===== src/hdl/jvc_pkg.sv =====
`default_nettype none

package jvc_pkg;

  typedef struct packed {
    logic               op;
    logic [31:0]        now_ms;
    logic               btn_enable;
    logic               btn_light;
    logic               btn_buzzer;
    logic               btn_linear_gear;
    logic               btn_angular_gear;
    logic signed [15:0] axis_forward;
    logic signed [15:0] axis_sideways;
    logic signed [15:0] axis_turn;
  } in_word_t;

  typedef struct packed {
    logic [1:0]         kind;
    logic               flag_value;
    logic [2:0]         light_index;
    logic signed [15:0] speed_forward;
    logic signed [15:0] speed_sideways;
    logic signed [15:0] speed_turn;
    logic               last;
  } out_word_t;

  localparam logic [1:0] KIND_ENABLE = 2'd0;
  localparam logic [1:0] KIND_BUZZER = 2'd1;
  localparam logic [1:0] KIND_LIGHT  = 2'd2;
  localparam logic [1:0] KIND_TWIST  = 2'd3;

  localparam logic OP_SAMPLE = 1'b0;
  localparam logic OP_TICK   = 1'b1;

  localparam int CFG_AW = 5;

  localparam logic [2:0] REG_DEAD_ZONE      = 3'd0;
  localparam logic [2:0] REG_FORWARD_LIMIT  = 3'd1;
  localparam logic [2:0] REG_SIDEWAYS_LIMIT = 3'd2;
  localparam logic [2:0] REG_TURN_LIMIT     = 3'd3;
  localparam logic [2:0] REG_ENABLE_LOCKOUT = 3'd4;
  localparam logic [2:0] REG_BUTTON_LOCKOUT = 3'd5;

  localparam logic [14:0] DEAD_ZONE_RST      = 15'd6554;
  localparam logic [14:0] FORWARD_LIMIT_RST  = 15'd4096;
  localparam logic [14:0] SIDEWAYS_LIMIT_RST = 15'd4096;
  localparam logic [14:0] TURN_LIMIT_RST     = 15'd6144;
  localparam logic [15:0] ENABLE_LOCKOUT_RST = 16'd1000;
  localparam logic [15:0] BUTTON_LOCKOUT_RST = 16'd250;

  localparam logic [1:0] AXIS_FORWARD  = 2'd0;
  localparam logic [1:0] AXIS_SIDEWAYS = 2'd1;
  localparam logic [1:0] AXIS_TURN     = 2'd2;

  localparam int BTN_ENABLE  = 0;
  localparam int BTN_LIGHT   = 1;
  localparam int BTN_BUZZER  = 2;
  localparam int BTN_LINEAR  = 3;
  localparam int BTN_ANGULAR = 4;
  localparam int BTN_COUNT   = 5;

  localparam int PEND_ENABLE = 0;
  localparam int PEND_TWIST  = 1;
  localparam int PEND_LIGHT  = 2;
  localparam int PEND_BUZZER = 3;

  typedef struct packed {
    logic [14:0] dead_zone;
    logic [14:0] forward_limit;
    logic [14:0] sideways_limit;
    logic [14:0] turn_limit;
    logic [15:0] enable_lockout_ms;
    logic [15:0] button_lockout_ms;
  } cfg_t;

  typedef struct packed {
    logic       capture;
    logic       decide;
    logic       mul1;
    logic       mul2;
    logic       store;
    logic       emit;
    logic [1:0] axis;
  } dp_cmd_t;

  typedef struct packed {
    logic is_tick;
    logic pend_empty;
    logic out_free;
  } dp_stat_t;

  function automatic logic [15:0] lin_gear(input logic [1:0] sel);
    logic [15:0] g;
    unique case (sel)
      2'd0:    g = 16'd32768;
      2'd1:    g = 16'd21845;
      default: g = 16'd10922;
    endcase
    return g;
  endfunction

  function automatic logic [15:0] ang_gear(input logic [1:0] sel);
    logic [15:0] g;
    unique case (sel)
      2'd0:    g = 16'd32768;
      2'd1:    g = 16'd24576;
      2'd2:    g = 16'd16384;
      default: g = 16'd8192;
    endcase
    return g;
  endfunction

endpackage

`default_nettype wire


===== src/hdl/joystick_velocity_commander.sv =====
`default_nettype none

// Joystick velocity commander. A sample word (op 0) updates the enable, buzzer, light and gear
// state from its buttons and scales the three axes into held speeds; a tick word (op 1) emits
// the held twist while remote control is active and moving, or one zero twist once it stops.
// Each input word is processed on its own: a sample passes through decide, then multiply,
// multiply and store for each axis, then emits its result words (at most four); a tick goes
// from decide straight to emit. The one shared 16 by 16 multiplier serves every axis twice.
// A finished result waits in the output register, and the next input word can be accepted
// while it does. Results of one input leave in order, and the final one carries last.

module joystick_velocity_commander #(
  parameter int LIGHT_COUNT = 7,
  parameter int TIME_WIDTH  = 32
) (
  input  wire logic                       clk,
  input  wire logic                       rst_n,
  input  wire logic                       in_valid,
  output logic                            in_ready,
  input  wire jvc_pkg::in_word_t          in_data,
  output logic                            out_valid,
  input  wire logic                       out_ready,
  output jvc_pkg::out_word_t              out_data,
  input  wire logic                       cfg_psel,
  input  wire logic                       cfg_penable,
  input  wire logic                       cfg_pwrite,
  input  wire logic [jvc_pkg::CFG_AW-1:0] cfg_paddr,
  input  wire logic [31:0]                cfg_pwdata,
  output logic      [31:0]                cfg_prdata,
  output logic                            cfg_pready
);

  jvc_pkg::cfg_t     cfg;
  jvc_pkg::dp_cmd_t  cmd;
  jvc_pkg::dp_stat_t stat;

  jvc_regs u_regs (
    .clk         (clk),
    .rst_n       (rst_n),
    .cfg_psel    (cfg_psel),
    .cfg_penable (cfg_penable),
    .cfg_pwrite  (cfg_pwrite),
    .cfg_paddr   (cfg_paddr),
    .cfg_pwdata  (cfg_pwdata),
    .cfg_prdata  (cfg_prdata),
    .cfg_pready  (cfg_pready),
    .cfg         (cfg)
  );

  jvc_ctrl u_ctrl (
    .clk      (clk),
    .rst_n    (rst_n),
    .in_valid (in_valid),
    .in_ready (in_ready),
    .stat     (stat),
    .cmd      (cmd)
  );

  jvc_dp #(
    .LIGHT_COUNT (LIGHT_COUNT),
    .TIME_WIDTH  (TIME_WIDTH)
  ) u_dp (
    .clk       (clk),
    .rst_n     (rst_n),
    .cfg       (cfg),
    .in_data   (in_data),
    .cmd       (cmd),
    .stat      (stat),
    .out_valid (out_valid),
    .out_ready (out_ready),
    .out_data  (out_data)
  );

endmodule

`default_nettype wire


===== src/hdl/jvc_regs.sv =====
`default_nettype none

module jvc_regs (
  input  wire logic                       clk,
  input  wire logic                       rst_n,
  input  wire logic                       cfg_psel,
  input  wire logic                       cfg_penable,
  input  wire logic                       cfg_pwrite,
  input  wire logic [jvc_pkg::CFG_AW-1:0] cfg_paddr,
  input  wire logic [31:0]                cfg_pwdata,
  output logic      [31:0]                cfg_prdata,
  output logic                            cfg_pready,
  output jvc_pkg::cfg_t                   cfg
);

  jvc_pkg::cfg_t cfg_r;
  logic [2:0]    idx;
  logic          wr_en;

  assign idx        = cfg_paddr[jvc_pkg::CFG_AW-1:2];
  assign wr_en      = cfg_psel && cfg_penable && cfg_pwrite;
  assign cfg_pready = 1'b1;
  assign cfg        = cfg_r;

  always_ff @(posedge clk) begin
    if (!rst_n) begin
      cfg_r.dead_zone         <= jvc_pkg::DEAD_ZONE_RST;
      cfg_r.forward_limit     <= jvc_pkg::FORWARD_LIMIT_RST;
      cfg_r.sideways_limit    <= jvc_pkg::SIDEWAYS_LIMIT_RST;
      cfg_r.turn_limit        <= jvc_pkg::TURN_LIMIT_RST;
      cfg_r.enable_lockout_ms <= jvc_pkg::ENABLE_LOCKOUT_RST;
      cfg_r.button_lockout_ms <= jvc_pkg::BUTTON_LOCKOUT_RST;
    end else if (wr_en) begin
      unique case (idx)
        jvc_pkg::REG_DEAD_ZONE:      cfg_r.dead_zone         <= cfg_pwdata[14:0];
        jvc_pkg::REG_FORWARD_LIMIT:  cfg_r.forward_limit     <= cfg_pwdata[14:0];
        jvc_pkg::REG_SIDEWAYS_LIMIT: cfg_r.sideways_limit    <= cfg_pwdata[14:0];
        jvc_pkg::REG_TURN_LIMIT:     cfg_r.turn_limit        <= cfg_pwdata[14:0];
        jvc_pkg::REG_ENABLE_LOCKOUT: cfg_r.enable_lockout_ms <= cfg_pwdata[15:0];
        jvc_pkg::REG_BUTTON_LOCKOUT: cfg_r.button_lockout_ms <= cfg_pwdata[15:0];
        default: ;
      endcase
    end
  end

  always_comb begin
    unique case (idx)
      jvc_pkg::REG_DEAD_ZONE:      cfg_prdata = {17'd0, cfg_r.dead_zone};
      jvc_pkg::REG_FORWARD_LIMIT:  cfg_prdata = {17'd0, cfg_r.forward_limit};
      jvc_pkg::REG_SIDEWAYS_LIMIT: cfg_prdata = {17'd0, cfg_r.sideways_limit};
      jvc_pkg::REG_TURN_LIMIT:     cfg_prdata = {17'd0, cfg_r.turn_limit};
      jvc_pkg::REG_ENABLE_LOCKOUT: cfg_prdata = {16'd0, cfg_r.enable_lockout_ms};
      jvc_pkg::REG_BUTTON_LOCKOUT: cfg_prdata = {16'd0, cfg_r.button_lockout_ms};
      default:                     cfg_prdata = 32'd0;
    endcase
  end

endmodule

`default_nettype wire


===== src/hdl/jvc_ctrl.sv =====
`default_nettype none

module jvc_ctrl (
  input  wire logic              clk,
  input  wire logic              rst_n,
  input  wire logic              in_valid,
  output logic                   in_ready,
  input  wire jvc_pkg::dp_stat_t stat,
  output jvc_pkg::dp_cmd_t       cmd
);

  typedef enum logic [2:0] {
    ST_IDLE,
    ST_DECIDE,
    ST_MUL1,
    ST_MUL2,
    ST_STORE,
    ST_EMIT
  } state_t;

  state_t     state_r, state_nxt;
  logic [1:0] axis_r, axis_nxt;

  always_comb begin
    state_nxt = state_r;
    axis_nxt  = axis_r;
    unique case (state_r)
      ST_IDLE: begin
        if (in_valid) begin
          state_nxt = ST_DECIDE;
        end
      end
      ST_DECIDE: begin
        axis_nxt  = jvc_pkg::AXIS_FORWARD;
        state_nxt = stat.is_tick ? ST_EMIT : ST_MUL1;
      end
      ST_MUL1: state_nxt = ST_MUL2;
      ST_MUL2: state_nxt = ST_STORE;
      ST_STORE: begin
        if (axis_r == jvc_pkg::AXIS_TURN) begin
          state_nxt = ST_EMIT;
        end else begin
          axis_nxt  = axis_r + 2'd1;
          state_nxt = ST_MUL1;
        end
      end
      ST_EMIT: begin
        if (stat.pend_empty) begin
          state_nxt = ST_IDLE;
        end
      end
      default: state_nxt = ST_IDLE;
    endcase
  end

  always_ff @(posedge clk) begin
    if (!rst_n) begin
      state_r <= ST_IDLE;
      axis_r  <= jvc_pkg::AXIS_FORWARD;
    end else begin
      state_r <= state_nxt;
      axis_r  <= axis_nxt;
    end
  end

  assign in_ready = (state_r == ST_IDLE);

  always_comb begin
    cmd.capture = (state_r == ST_IDLE) && in_valid;
    cmd.decide  = (state_r == ST_DECIDE);
    cmd.mul1    = (state_r == ST_MUL1);
    cmd.mul2    = (state_r == ST_MUL2);
    cmd.store   = (state_r == ST_STORE);
    cmd.emit    = (state_r == ST_EMIT) && !stat.pend_empty && stat.out_free;
    cmd.axis    = axis_r;
  end

endmodule

`default_nettype wire


===== src/hdl/jvc_dp.sv =====
`default_nettype none

module jvc_dp #(
  parameter int LIGHT_COUNT = 7,
  parameter int TIME_WIDTH  = 32
) (
  input  wire logic               clk,
  input  wire logic               rst_n,
  input  wire jvc_pkg::cfg_t      cfg,
  input  wire jvc_pkg::in_word_t  in_data,
  input  wire jvc_pkg::dp_cmd_t   cmd,
  output jvc_pkg::dp_stat_t       stat,
  output logic                    out_valid,
  input  wire logic               out_ready,
  output jvc_pkg::out_word_t      out_data
);

  localparam int LW = $clog2(LIGHT_COUNT);

  jvc_pkg::in_word_t  in_r;
  jvc_pkg::out_word_t out_r;
  jvc_pkg::out_word_t out_nxt;
  logic               out_valid_r;

  logic                  remote_r, buzzer_r, was_moving_r;
  logic [LW-1:0]         light_r;
  logic [1:0]            lin_sel_r, ang_sel_r;
  logic [TIME_WIDTH-1:0] press_r [jvc_pkg::BTN_COUNT];
  logic signed [15:0]    held_r [3];
  logic [31:0]           prod_r;
  logic [3:0]            pend_r;
  logic                  twist_held_r;

  logic [TIME_WIDTH+31:0] now_ext;
  logic [TIME_WIDTH-1:0]  now_t;
  logic [TIME_WIDTH+15:0] en_lock_ext, btn_lock_ext;
  logic [TIME_WIDTH-1:0]  lock_t [jvc_pkg::BTN_COUNT];
  logic [TIME_WIDTH-1:0]  diff [jvc_pkg::BTN_COUNT];
  logic [jvc_pkg::BTN_COUNT-1:0] btn_v, ok;

  logic [LW:0]   light_inc;
  logic [LW-1:0] light_nxt;
  logic [LW+2:0] light_wide;
  logic          moving;

  logic signed [15:0] axis_v;
  logic [15:0]        mag;
  logic [14:0]        limit;
  logic [15:0]        gear;
  logic [15:0]        mul_a, mul_b;
  logic [16:0]        scaled;
  logic [14:0]        clamped;
  logic               dead;
  logic signed [15:0] speed;

  logic [3:0] pick, pend_left;

  assign now_ext      = {{TIME_WIDTH{1'b0}}, in_r.now_ms};
  assign now_t        = now_ext[TIME_WIDTH-1:0];
  assign en_lock_ext  = {{TIME_WIDTH{1'b0}}, cfg.enable_lockout_ms};
  assign btn_lock_ext = {{TIME_WIDTH{1'b0}}, cfg.button_lockout_ms};

  always_comb begin
    btn_v[jvc_pkg::BTN_ENABLE]  = in_r.btn_enable;
    btn_v[jvc_pkg::BTN_LIGHT]   = in_r.btn_light;
    btn_v[jvc_pkg::BTN_BUZZER]  = in_r.btn_buzzer;
    btn_v[jvc_pkg::BTN_LINEAR]  = in_r.btn_linear_gear;
    btn_v[jvc_pkg::BTN_ANGULAR] = in_r.btn_angular_gear;
    for (int k = 0; k < jvc_pkg::BTN_COUNT; k++) begin
      lock_t[k] = (k == jvc_pkg::BTN_ENABLE) ? en_lock_ext[TIME_WIDTH-1:0]
                                             : btn_lock_ext[TIME_WIDTH-1:0];
      diff[k]   = now_t - press_r[k];
      ok[k]     = btn_v[k] && (diff[k] > lock_t[k]);
    end
  end

  assign light_inc  = {1'b0, light_r} + (LW+1)'(1);
  assign light_nxt  = (light_inc >= (LW+1)'(LIGHT_COUNT)) ? '0 : light_inc[LW-1:0];
  assign light_wide = {3'd0, light_r};
  assign moving     = (held_r[0] != 16'sd0) || (held_r[1] != 16'sd0) || (held_r[2] != 16'sd0);

  always_comb begin
    unique case (cmd.axis)
      jvc_pkg::AXIS_FORWARD: begin
        axis_v = in_r.axis_forward;
        limit  = cfg.forward_limit;
        gear   = jvc_pkg::lin_gear(lin_sel_r);
      end
      jvc_pkg::AXIS_SIDEWAYS: begin
        axis_v = in_r.axis_sideways;
        limit  = cfg.sideways_limit;
        gear   = jvc_pkg::lin_gear(lin_sel_r);
      end
      default: begin
        axis_v = in_r.axis_turn;
        limit  = cfg.turn_limit;
        gear   = jvc_pkg::ang_gear(ang_sel_r);
      end
    endcase
    mag     = axis_v[15] ? (~axis_v + 16'd1) : axis_v;
    mul_a   = cmd.mul2 ? prod_r[30:15] : mag;
    mul_b   = cmd.mul2 ? gear : {1'b0, limit};
    scaled  = prod_r[31:15];
    clamped = (scaled > {2'd0, limit}) ? limit : scaled[14:0];
    dead    = mag < {1'b0, cfg.dead_zone};
    if (dead) begin
      speed = 16'sd0;
    end else if (axis_v[15]) begin
      speed = -$signed({1'b0, clamped});
    end else begin
      speed = $signed({1'b0, clamped});
    end
  end

  always_comb begin
    priority if (pend_r[jvc_pkg::PEND_ENABLE]) begin
      pick = 4'b0001;
    end else if (pend_r[jvc_pkg::PEND_TWIST]) begin
      pick = 4'b0010;
    end else if (pend_r[jvc_pkg::PEND_LIGHT]) begin
      pick = 4'b0100;
    end else begin
      pick = 4'b1000;
    end
    pend_left = pend_r & ~pick;
  end

  always_comb begin
    out_nxt      = '0;
    out_nxt.last = (pend_left == 4'd0);
    if (pick[jvc_pkg::PEND_ENABLE]) begin
      out_nxt.kind       = jvc_pkg::KIND_ENABLE;
      out_nxt.flag_value = remote_r;
    end else if (pick[jvc_pkg::PEND_TWIST]) begin
      out_nxt.kind = jvc_pkg::KIND_TWIST;
      if (twist_held_r) begin
        out_nxt.speed_forward  = held_r[0];
        out_nxt.speed_sideways = held_r[1];
        out_nxt.speed_turn     = held_r[2];
      end
    end else if (pick[jvc_pkg::PEND_LIGHT]) begin
      out_nxt.kind        = jvc_pkg::KIND_LIGHT;
      out_nxt.light_index = light_wide[2:0];
    end else begin
      out_nxt.kind       = jvc_pkg::KIND_BUZZER;
      out_nxt.flag_value = buzzer_r;
    end
  end

  always_ff @(posedge clk) begin
    if (cmd.capture) begin
      in_r <= in_data;
    end
    if (cmd.mul1 || cmd.mul2) begin
      prod_r <= mul_a * mul_b;
    end
    if (cmd.emit) begin
      out_r <= out_nxt;
    end
  end

  always_ff @(posedge clk) begin
    if (!rst_n) begin
      remote_r     <= 1'b0;
      buzzer_r     <= 1'b0;
      was_moving_r <= 1'b0;
      light_r      <= '0;
      lin_sel_r    <= 2'd0;
      ang_sel_r    <= 2'd0;
      for (int k = 0; k < jvc_pkg::BTN_COUNT; k++) begin
        press_r[k] <= '0;
      end
      for (int i = 0; i < 3; i++) begin
        held_r[i] <= 16'sd0;
      end
      pend_r       <= 4'd0;
      twist_held_r <= 1'b0;
      out_valid_r  <= 1'b0;
    end else begin
      if (cmd.decide) begin
        if (in_r.op == jvc_pkg::OP_TICK) begin
          if (remote_r && moving) begin
            pend_r       <= 4'b0010;
            twist_held_r <= 1'b1;
            was_moving_r <= 1'b1;
          end else if (remote_r && was_moving_r) begin
            pend_r       <= 4'b0010;
            twist_held_r <= 1'b0;
            was_moving_r <= 1'b0;
          end else begin
            pend_r <= 4'd0;
          end
        end else begin
          for (int k = 0; k < jvc_pkg::BTN_COUNT; k++) begin
            if (ok[k]) begin
              press_r[k] <= now_t;
            end
          end
          if (ok[jvc_pkg::BTN_ENABLE]) begin
            remote_r <= !remote_r;
          end
          if (ok[jvc_pkg::BTN_LIGHT]) begin
            light_r <= light_nxt;
          end
          if (ok[jvc_pkg::BTN_BUZZER]) begin
            buzzer_r <= !buzzer_r;
          end
          if (ok[jvc_pkg::BTN_LINEAR]) begin
            lin_sel_r <= (lin_sel_r >= 2'd2) ? 2'd0 : lin_sel_r + 2'd1;
          end
          if (ok[jvc_pkg::BTN_ANGULAR]) begin
            ang_sel_r <= ang_sel_r + 2'd1;
          end
          pend_r       <= {ok[jvc_pkg::BTN_BUZZER], ok[jvc_pkg::BTN_LIGHT],
                           ok[jvc_pkg::BTN_ENABLE], ok[jvc_pkg::BTN_ENABLE]};
          twist_held_r <= 1'b0;
        end
      end else if (cmd.emit) begin
        pend_r <= pend_left;
      end
      if (cmd.store) begin
        held_r[cmd.axis] <= speed;
      end
      if (cmd.emit) begin
        out_valid_r <= 1'b1;
      end else if (out_ready) begin
        out_valid_r <= 1'b0;
      end
    end
  end

  assign stat.is_tick    = (in_r.op == jvc_pkg::OP_TICK);
  assign stat.pend_empty = (pend_r == 4'd0);
  assign stat.out_free   = !out_valid_r || out_ready;
  assign out_valid       = out_valid_r;
  assign out_data        = out_r;

endmodule

`default_nettype wire


===== config.mk =====
export PLATFORM = sky130hd
export DESIGN_NAME = joystick_velocity_commander
export DESIGN_NICKNAME = d
export VERILOG_FILES = /design/src/hdl/jvc_pkg.sv /design/src/hdl/joystick_velocity_commander.sv /design/src/hdl/jvc_regs.sv /design/src/hdl/jvc_ctrl.sv /design/src/hdl/jvc_dp.sv
export SDC_FILE = /design/constraint.sdc
export NUM_CORES = 2
export LEC_CHECK = 0
export BUFFER_PORTS_ARGS = -buffer_cell sky130_fd_sc_hd__buf_4
export CELL_PAD_IN_SITES_DETAIL_PLACEMENT = 0
export CELL_PAD_IN_SITES_GLOBAL_PLACEMENT = 1
export CORE_MARGIN = 1.5
export CORE_UTILIZATION = 31
export DETAILED_ROUTE_END_ITERATION = 12
export PLACE_DENSITY_LB_ADDON = 0.15
export SLEW_MARGIN = 20
export SYNTH_ARGS = -nofsm -noshare
export SYNTH_HDL_FRONTEND = slang
export SYNTH_SLANG_ARGS = --single-unit

===== constraint.sdc =====
create_clock -name clk -period 9.7 [get_ports clk]
set_clock_uncertainty 0.1 [all_clocks]
set_input_delay 0.485 -clock clk [delete_from_list [all_inputs] [get_ports clk]]
set_output_delay 0.485 -clock clk [all_outputs]
set_load 0.02 [all_outputs]

# Word-level counts from Yosys, hierarchy flattened
# Memory sizes are Yosys's and may differ from the RTL's.
# Index checks and enable logic that the tools add are counted.
dict set report word_totals {
  ff_bits 286
  mem_bits_rw 208
  output_inout_bits 90
  word_cells 219
  mem_count 2
}
dict set report classes {
  n_addsub 11
  n_mul 1
  magnitude_cmp 9
  n_eq_ne 19
  mux 77
  bitwise_logic 12
  n_reduce_logical 53
}
# memory words word_bits read_ports rd_ports_with_merged_regs write_ports line
set memory_table {}
lappend memory_table {u_dp.press_r 5 32 5 0 5 jvc_dp.sv:28} ;# logic [TIME_WIDTH-1:0] press_r [jvc_pkg::BTN_COUNT];
lappend memory_table {u_dp.held_r 3 16 3 0 3 jvc_dp.sv:29} ;# logic signed [15:0] held_r [3];
# operator n
set ops {}
lappend ops {{$gt A32 B16 Y1} 5}
lappend ops {{$mux W32} 5}
lappend ops {{$sub A32 B32 Y32} 5}
lappend ops {{$mux W16} 7}
lappend ops {{$pmux W16 S6} 1}
lappend ops {{$pmux W16 S2} 2}
lappend ops {{$pmux W16 S3} 1}
lappend ops {{$reduce_bool A16 Y1} 3}
lappend ops {{$mux W1} 37}
lappend ops {{$mul A16 B16 Y32} 1}
lappend ops {{$mux W4} 8}
lappend ops {{$pmux W15 S2} 1}
lappend ops {{$mux W3} 6}
lappend ops {{$pmux W3 S6} 1}
lappend ops {{$reduce_and A2 Y1} 9}
lappend ops {{$reduce_and A3 Y1} 6}
lappend ops {{$gt A17 B15 Y1} 1}
lappend ops {{$add A16 B1 Y16 const B} 1}
lappend ops {{$lt A16 B15 Y1} 1}
lappend ops {{$neg A15 Y16} 1}
lappend ops {{$not A16 Y16} 1}
lappend ops {{$reduce_or A16 Y1} 1}
lappend ops {{$mux W15} 1}
lappend ops {{$eq A3 B2 Y1 const B} 4}
lappend ops {{other kinds (26)} 73}

# Logic depth before layout (Yosys ltp)
# An unclocked memory read counts as a cell.
dict set report logic_depth {
  word_depth 10
  depth_mapped 38
  ltp_nobuf 37
}

# Cells and area by module
# From an unflattened synthesis, not the netlist that was laid out.
dict set report hier_totals {
  cells_unflattened 4128
  hier_area_um2 39293.9
}
# mod n_inst cells_per_inst area_each_um2 seq_area_each_um2
set by_module_without_submodules {}
lappend by_module_without_submodules {jvc_dp 1 3629 34609.4 11310.8}
lappend by_module_without_submodules {jvc_regs 1 451 4322.9 1841.8}
lappend by_module_without_submodules {jvc_ctrl 1 48 361.6 100.1}

# Worst setup path before layout
# OpenSTA, ideal clock, no wires.
dict set report synth_timing {
  path_type {flip-flop to flip-flop}
  start {register u_ctrl.axis_r[1]}
  end {register u_dp.prod_r[26] (data pin)}
  t_arrival_ns 8.171
  required_ns 9.342
  setup_slack_ns 1.172
  path_stages_with_launch 36
  path_buffers 2
  period_less_slack_ns 8.528
  path_cell_list {dfxtp_1 inv_1 ha_1 buf_2 clkbuf_1 a22o_1 a21oi_1 and2_1 nand3_1 o31a_1 xnor2_1 mux2i_1 nor2_1 fa_1 inv_1 fa_1 fa_1 inv_1 fa_1 fa_1 inv_1 fa_1 inv_1 ha_1 a21o_1 a21o_1 a21o_1 a21oi_1 o31ai_1 o211ai_2 a211oi_2 and3_1 o41a_1 a21o_1 a21oi_2 xnor2_1}
}
dict set report synth_between {
  elab_chain_len 7
  elab_cells_between_ends 12
  classes_between {add/sub: 1; mul: 1; eq/ne: 1; mux: 6; bitwise: 1; reduce/logical: 2}
}
# element line
set synth_rtl {}
lappend synth_rtl {{from (decl)} jvc_ctrl.sv:22} ;# logic [1:0] axis_r, axis_nxt;
lappend synth_rtl {{from (signal assigned)} jvc_ctrl.sv:59} ;# axis_r <= jvc_pkg::AXIS_FORWARD;
lappend synth_rtl {{from (signal assigned)} jvc_ctrl.sv:62} ;# axis_r <= axis_nxt;
lappend synth_rtl {{$eq A2 B1 Y1 or $logic_not A2 Y1 (tied branches)} jvc_dp.sv:83} ;# unique case (cmd.axis)
lappend synth_rtl {{$pmux W16 S2} jvc_dp.sv:83}
lappend synth_rtl {{$not A16 Y16} jvc_dp.sv:100} ;# mag = axis_v[15] ? (~axis_v + 16'd1) : axis_v;
lappend synth_rtl {{$add A16 B1 Y16} jvc_dp.sv:100}
lappend synth_rtl {{$mux W16} jvc_dp.sv:100}
lappend synth_rtl {{$mux W16} jvc_dp.sv:101} ;# mul_a = cmd.mul2 ? prod_r[30:15] : mag;
lappend synth_rtl {{$mul A16 B16 Y32 (*)} jvc_dp.sv:155} ;# prod_r <= mul_a * mul_b;
lappend synth_rtl {{to (signal assigned)} jvc_dp.sv:155}
lappend synth_rtl {{to (decl)} jvc_dp.sv:30} ;# logic [31:0] prod_r;
# Mark *: on every way between the ends. The rest lies on a longest branch, timed or not.
# A chain may end at the register's enable or synchronous reset.

# Worst setup path in the final report
dict set report layout_timing {
  start {register u_ctrl.axis_r[0]}
  end {register u_dp.prod_r[26] (data pin)}
}
# Same word-level chain as after synthesis.

==> impl_metrics.toml <==
[run_status]
status = "completed"

[critical_path]
crit_required_ns = 9.99
r2r-end = "u_dp.prod_r[26]$_DFFE_PP_"
regToRegSetupSlack_ns = 0.50
crit_top_cell = "fa_1"
critPathSlowestCell = "fa_1"
crit_start = "u_ctrl.axis_r[0]$_SDFFE_PN0P_"
crit_fanout = 15
worstPathArrival_ns = 9.50
slowest_delay_ns = 0.56
crit_type = "register to register"
start_kind = "register"
reg2reg_depth = 34
worstReg2RegStart = "u_ctrl.axis_r[0]$_SDFFE_PN0P_"
endpoint = "u_dp.prod_r[26]$_DFFE_PP_"
end_kind = "register"

[cells_and_area]
post-route-util = 0.366
area_growth_pct = 17.0
stdcell_area_um2 = 45500
final_cells = 6154
final_nets = 5169
final_layout_size_suffix_gt1_frac = 0.100

[logic_synthesis]
async_flop_share = 0
netlist_instances = 4193
synth.top_cells.by_count = "530 x nand2_1, 490 x inv_1, 375 x ha_1, 375 x nor2_1, 366 x edfxtp_1"
ys.flop_type = "edfxtp_1"
synth_top_area_frac = 0.283
yosys_warnings = 0
synth_area_leaders = "edfxtp_1 28%, ha_1 12%, fa_1 10%"
synth_cell_type_count = 104
syn_avg_cell_area_um2 = 9.27
synth_most_common_cell = "nand2_1"
synth_edf_count = 366
seq_area_frac_synth = 0.341
syn-cell-area_um2 = 38900
ys_ff_latch = 479
synth_top_area_cell = "edfxtp_1"

[timing]
min_period_ns = 9.20
slew_viol_final = 0
tns_ns = 0
finalSetupViolations = 0
holdWs_ns = 0.0550
tightest_slew_ns = 0.970
rsz0062_at_grt = "no"
hold_violations = 0
slew_headroom = 0.353
finalCritPeriodShare = 0.949
worst_slack_ns = 0.498
max_freq_mhz = 109

[worst_hold_path]
hp-class = "input port to register"

[floorplan]
die_width_um = 357
rows = 129
die_h_um = 357
initial_core_util = 0.313
ios = 220
die-area_um2 = 128000
coreArea_um2 = 124000

[clocking]
htreeDepth = 3
cts_sinks = 479
tritoncts = "yes"
cts_buffers = 66
clk_pin_slew_ns = 0.06
clock-root-buffer = "clkbuf_16"
clk_latency_ns = 0.67
cts_buffer_depth = 3

[detailed_routing]
post-route-drc-count = 0
wl_per_cell_um = 21.8
vias = 30800
drtIter0Drc = 1896
wl_mm = 134
ant_nets = 0
vias_per_cell = 5.01
firstDrtPassIters = 6

[global_route]
grt_pass1_vias = 31100
grt_pass1_wl_mm = 200
antenna_found_initial = 2
track_usage = 0.210
grt_overflow = 0
grt_start_max_net_pins = 67

[placed_design]
port_buffers = 184
dpl_cell_area_um2 = 42300
hpwl_mm = 107
place_inst = 5941
pre_cts_ws_ns = 0.160
place_congestion = 0.889

[power]
ir_drop_v = 0.000122
leakagePower_nw = 19.4
power_mw = 8.10
pwr_density_cell_nw_per_um2 = 178

[job]
maxCapViolations = 0
[cell families after synthesis]
kind of cell | synth area share
simple gates | 0.160
compound gates | 0.157
buf+inv | 0.0668
fa+ha+maj | 0.223
flops | 0.341
xor+xnor | 0.0351
mux | 0.0174
other cells | 0.000193
[how the worst min path moves through the flow]
stage,start,endpoint,cells past startpoint
floorplan,u_regs.cfg[28]$_SDFFE_PN0P_,u_regs.cfg[28]$_SDFFE_PN0P_,2
CTS,cfg_pwdata[6],u_regs.cfg[68]$_SDFFE_PN0P_,3
detailed placement,u_regs.cfg[11]$_SDFFE_PN0P_,u_regs.cfg[11]$_SDFFE_PN0P_,2
global placement,u_regs.cfg[14]$_SDFFE_PN0P_,u_regs.cfg[14]$_SDFFE_PN0P_,2
finish,cfg_pwdata[9],u_regs.cfg[9]$_SDFFE_PN0P_,3
global route,cfg_pwdata[14],u_regs.cfg[61]$_SDFFE_PN0P_,3
[layout by cell type, fill, tap and decap left out, drive strengths merged, types with 55 or more instances in the layout]
cell         synthesis  routed
clkbuf             127      82
nor3                67      67
nor2               377     377
dfxtp              113     113
ha                 375     375
a21o                76      76
o21ai              151     151
mux2i               55      55
nand3               58      58
a21oi              238     238
nand4               58      58
a21boi              88      88
xnor2               95      95
dlygate4sd3          0      93
inv                490     496
fa                 198     198
nand2              530     530
edfxtp             366     366
buf                 43     267
xor2                61      61
and2                63      63
[sequential cells by signal, summed over array words and instances (netlist names), 2 cells and up]
| register | count |
|---|---|
| u_ctrl.axis_r | 2 |
| u_dp.in_r | 48 |
| u_regs.cfg | 92 |
| u_dp.btn_v | 5 |
| u_dp.light_r | 3 |
| u_dp.ang_sel_r | 2 |
| u_ctrl.state_r | 3 |
| u_dp.out_data | 55 |
| u_dp.prod_r | 17 |
| u_dp.press_r | 160 |
| u_dp.lin_sel_r | 2 |
| u_dp.pend_r | 4 |
| u_dp.held_r | 48 |
| u_dp.now_t | 32 |
[timing repair]
item	4_1_cts	5_1_grt
endpoints found under the setup margin	0	7
endpoints found under the hold margin	114	0
hold buffers	93	0
gates resized for setup	0	6
setup buffers	0	1
[layer usage]
layer	global-route usage	vias up	part of all wire
li1	-	15100	-
met1	0.273	14900	0.45
met2	0.364	662	0.48
met3	0.0231	159	0.035
met4	0.0647	0	0.029
met5	0	-	0
[area by class of cell]
type | instances | area [um^2]
clock inverter | 36 | 468
fill | 12700 | 78600
sequential | 479 | 13300
multi-input combinational | 3068 | 23200
inverter | 491 | 1840
tap | 1637 | 2050
timing repair buffer | 360 | 2940
antenna | 1 | 2.50
clock buffer | 82 | 1770
[power breakdown]
| group | internal, mW | switching, mW |
|---|---|---|
| clock network | 1.55 | 1.01 |
| logic | 1.15 | 1.88 |
| registers | 2.39 | 0.124 |
| total | 5.09 | 3.02 |
[critical path, delay by kind of cell (launching register included)]
family          cells  cell delay [ns]
fa+ha+maj           8             3.68
compound gates     13             2.96
simple gates        6             1.09
buf+inv             5             0.44
flops               1             0.41
xor+xnor            2             0.24
No activity file was read; power rests on OpenSTA's default activity.
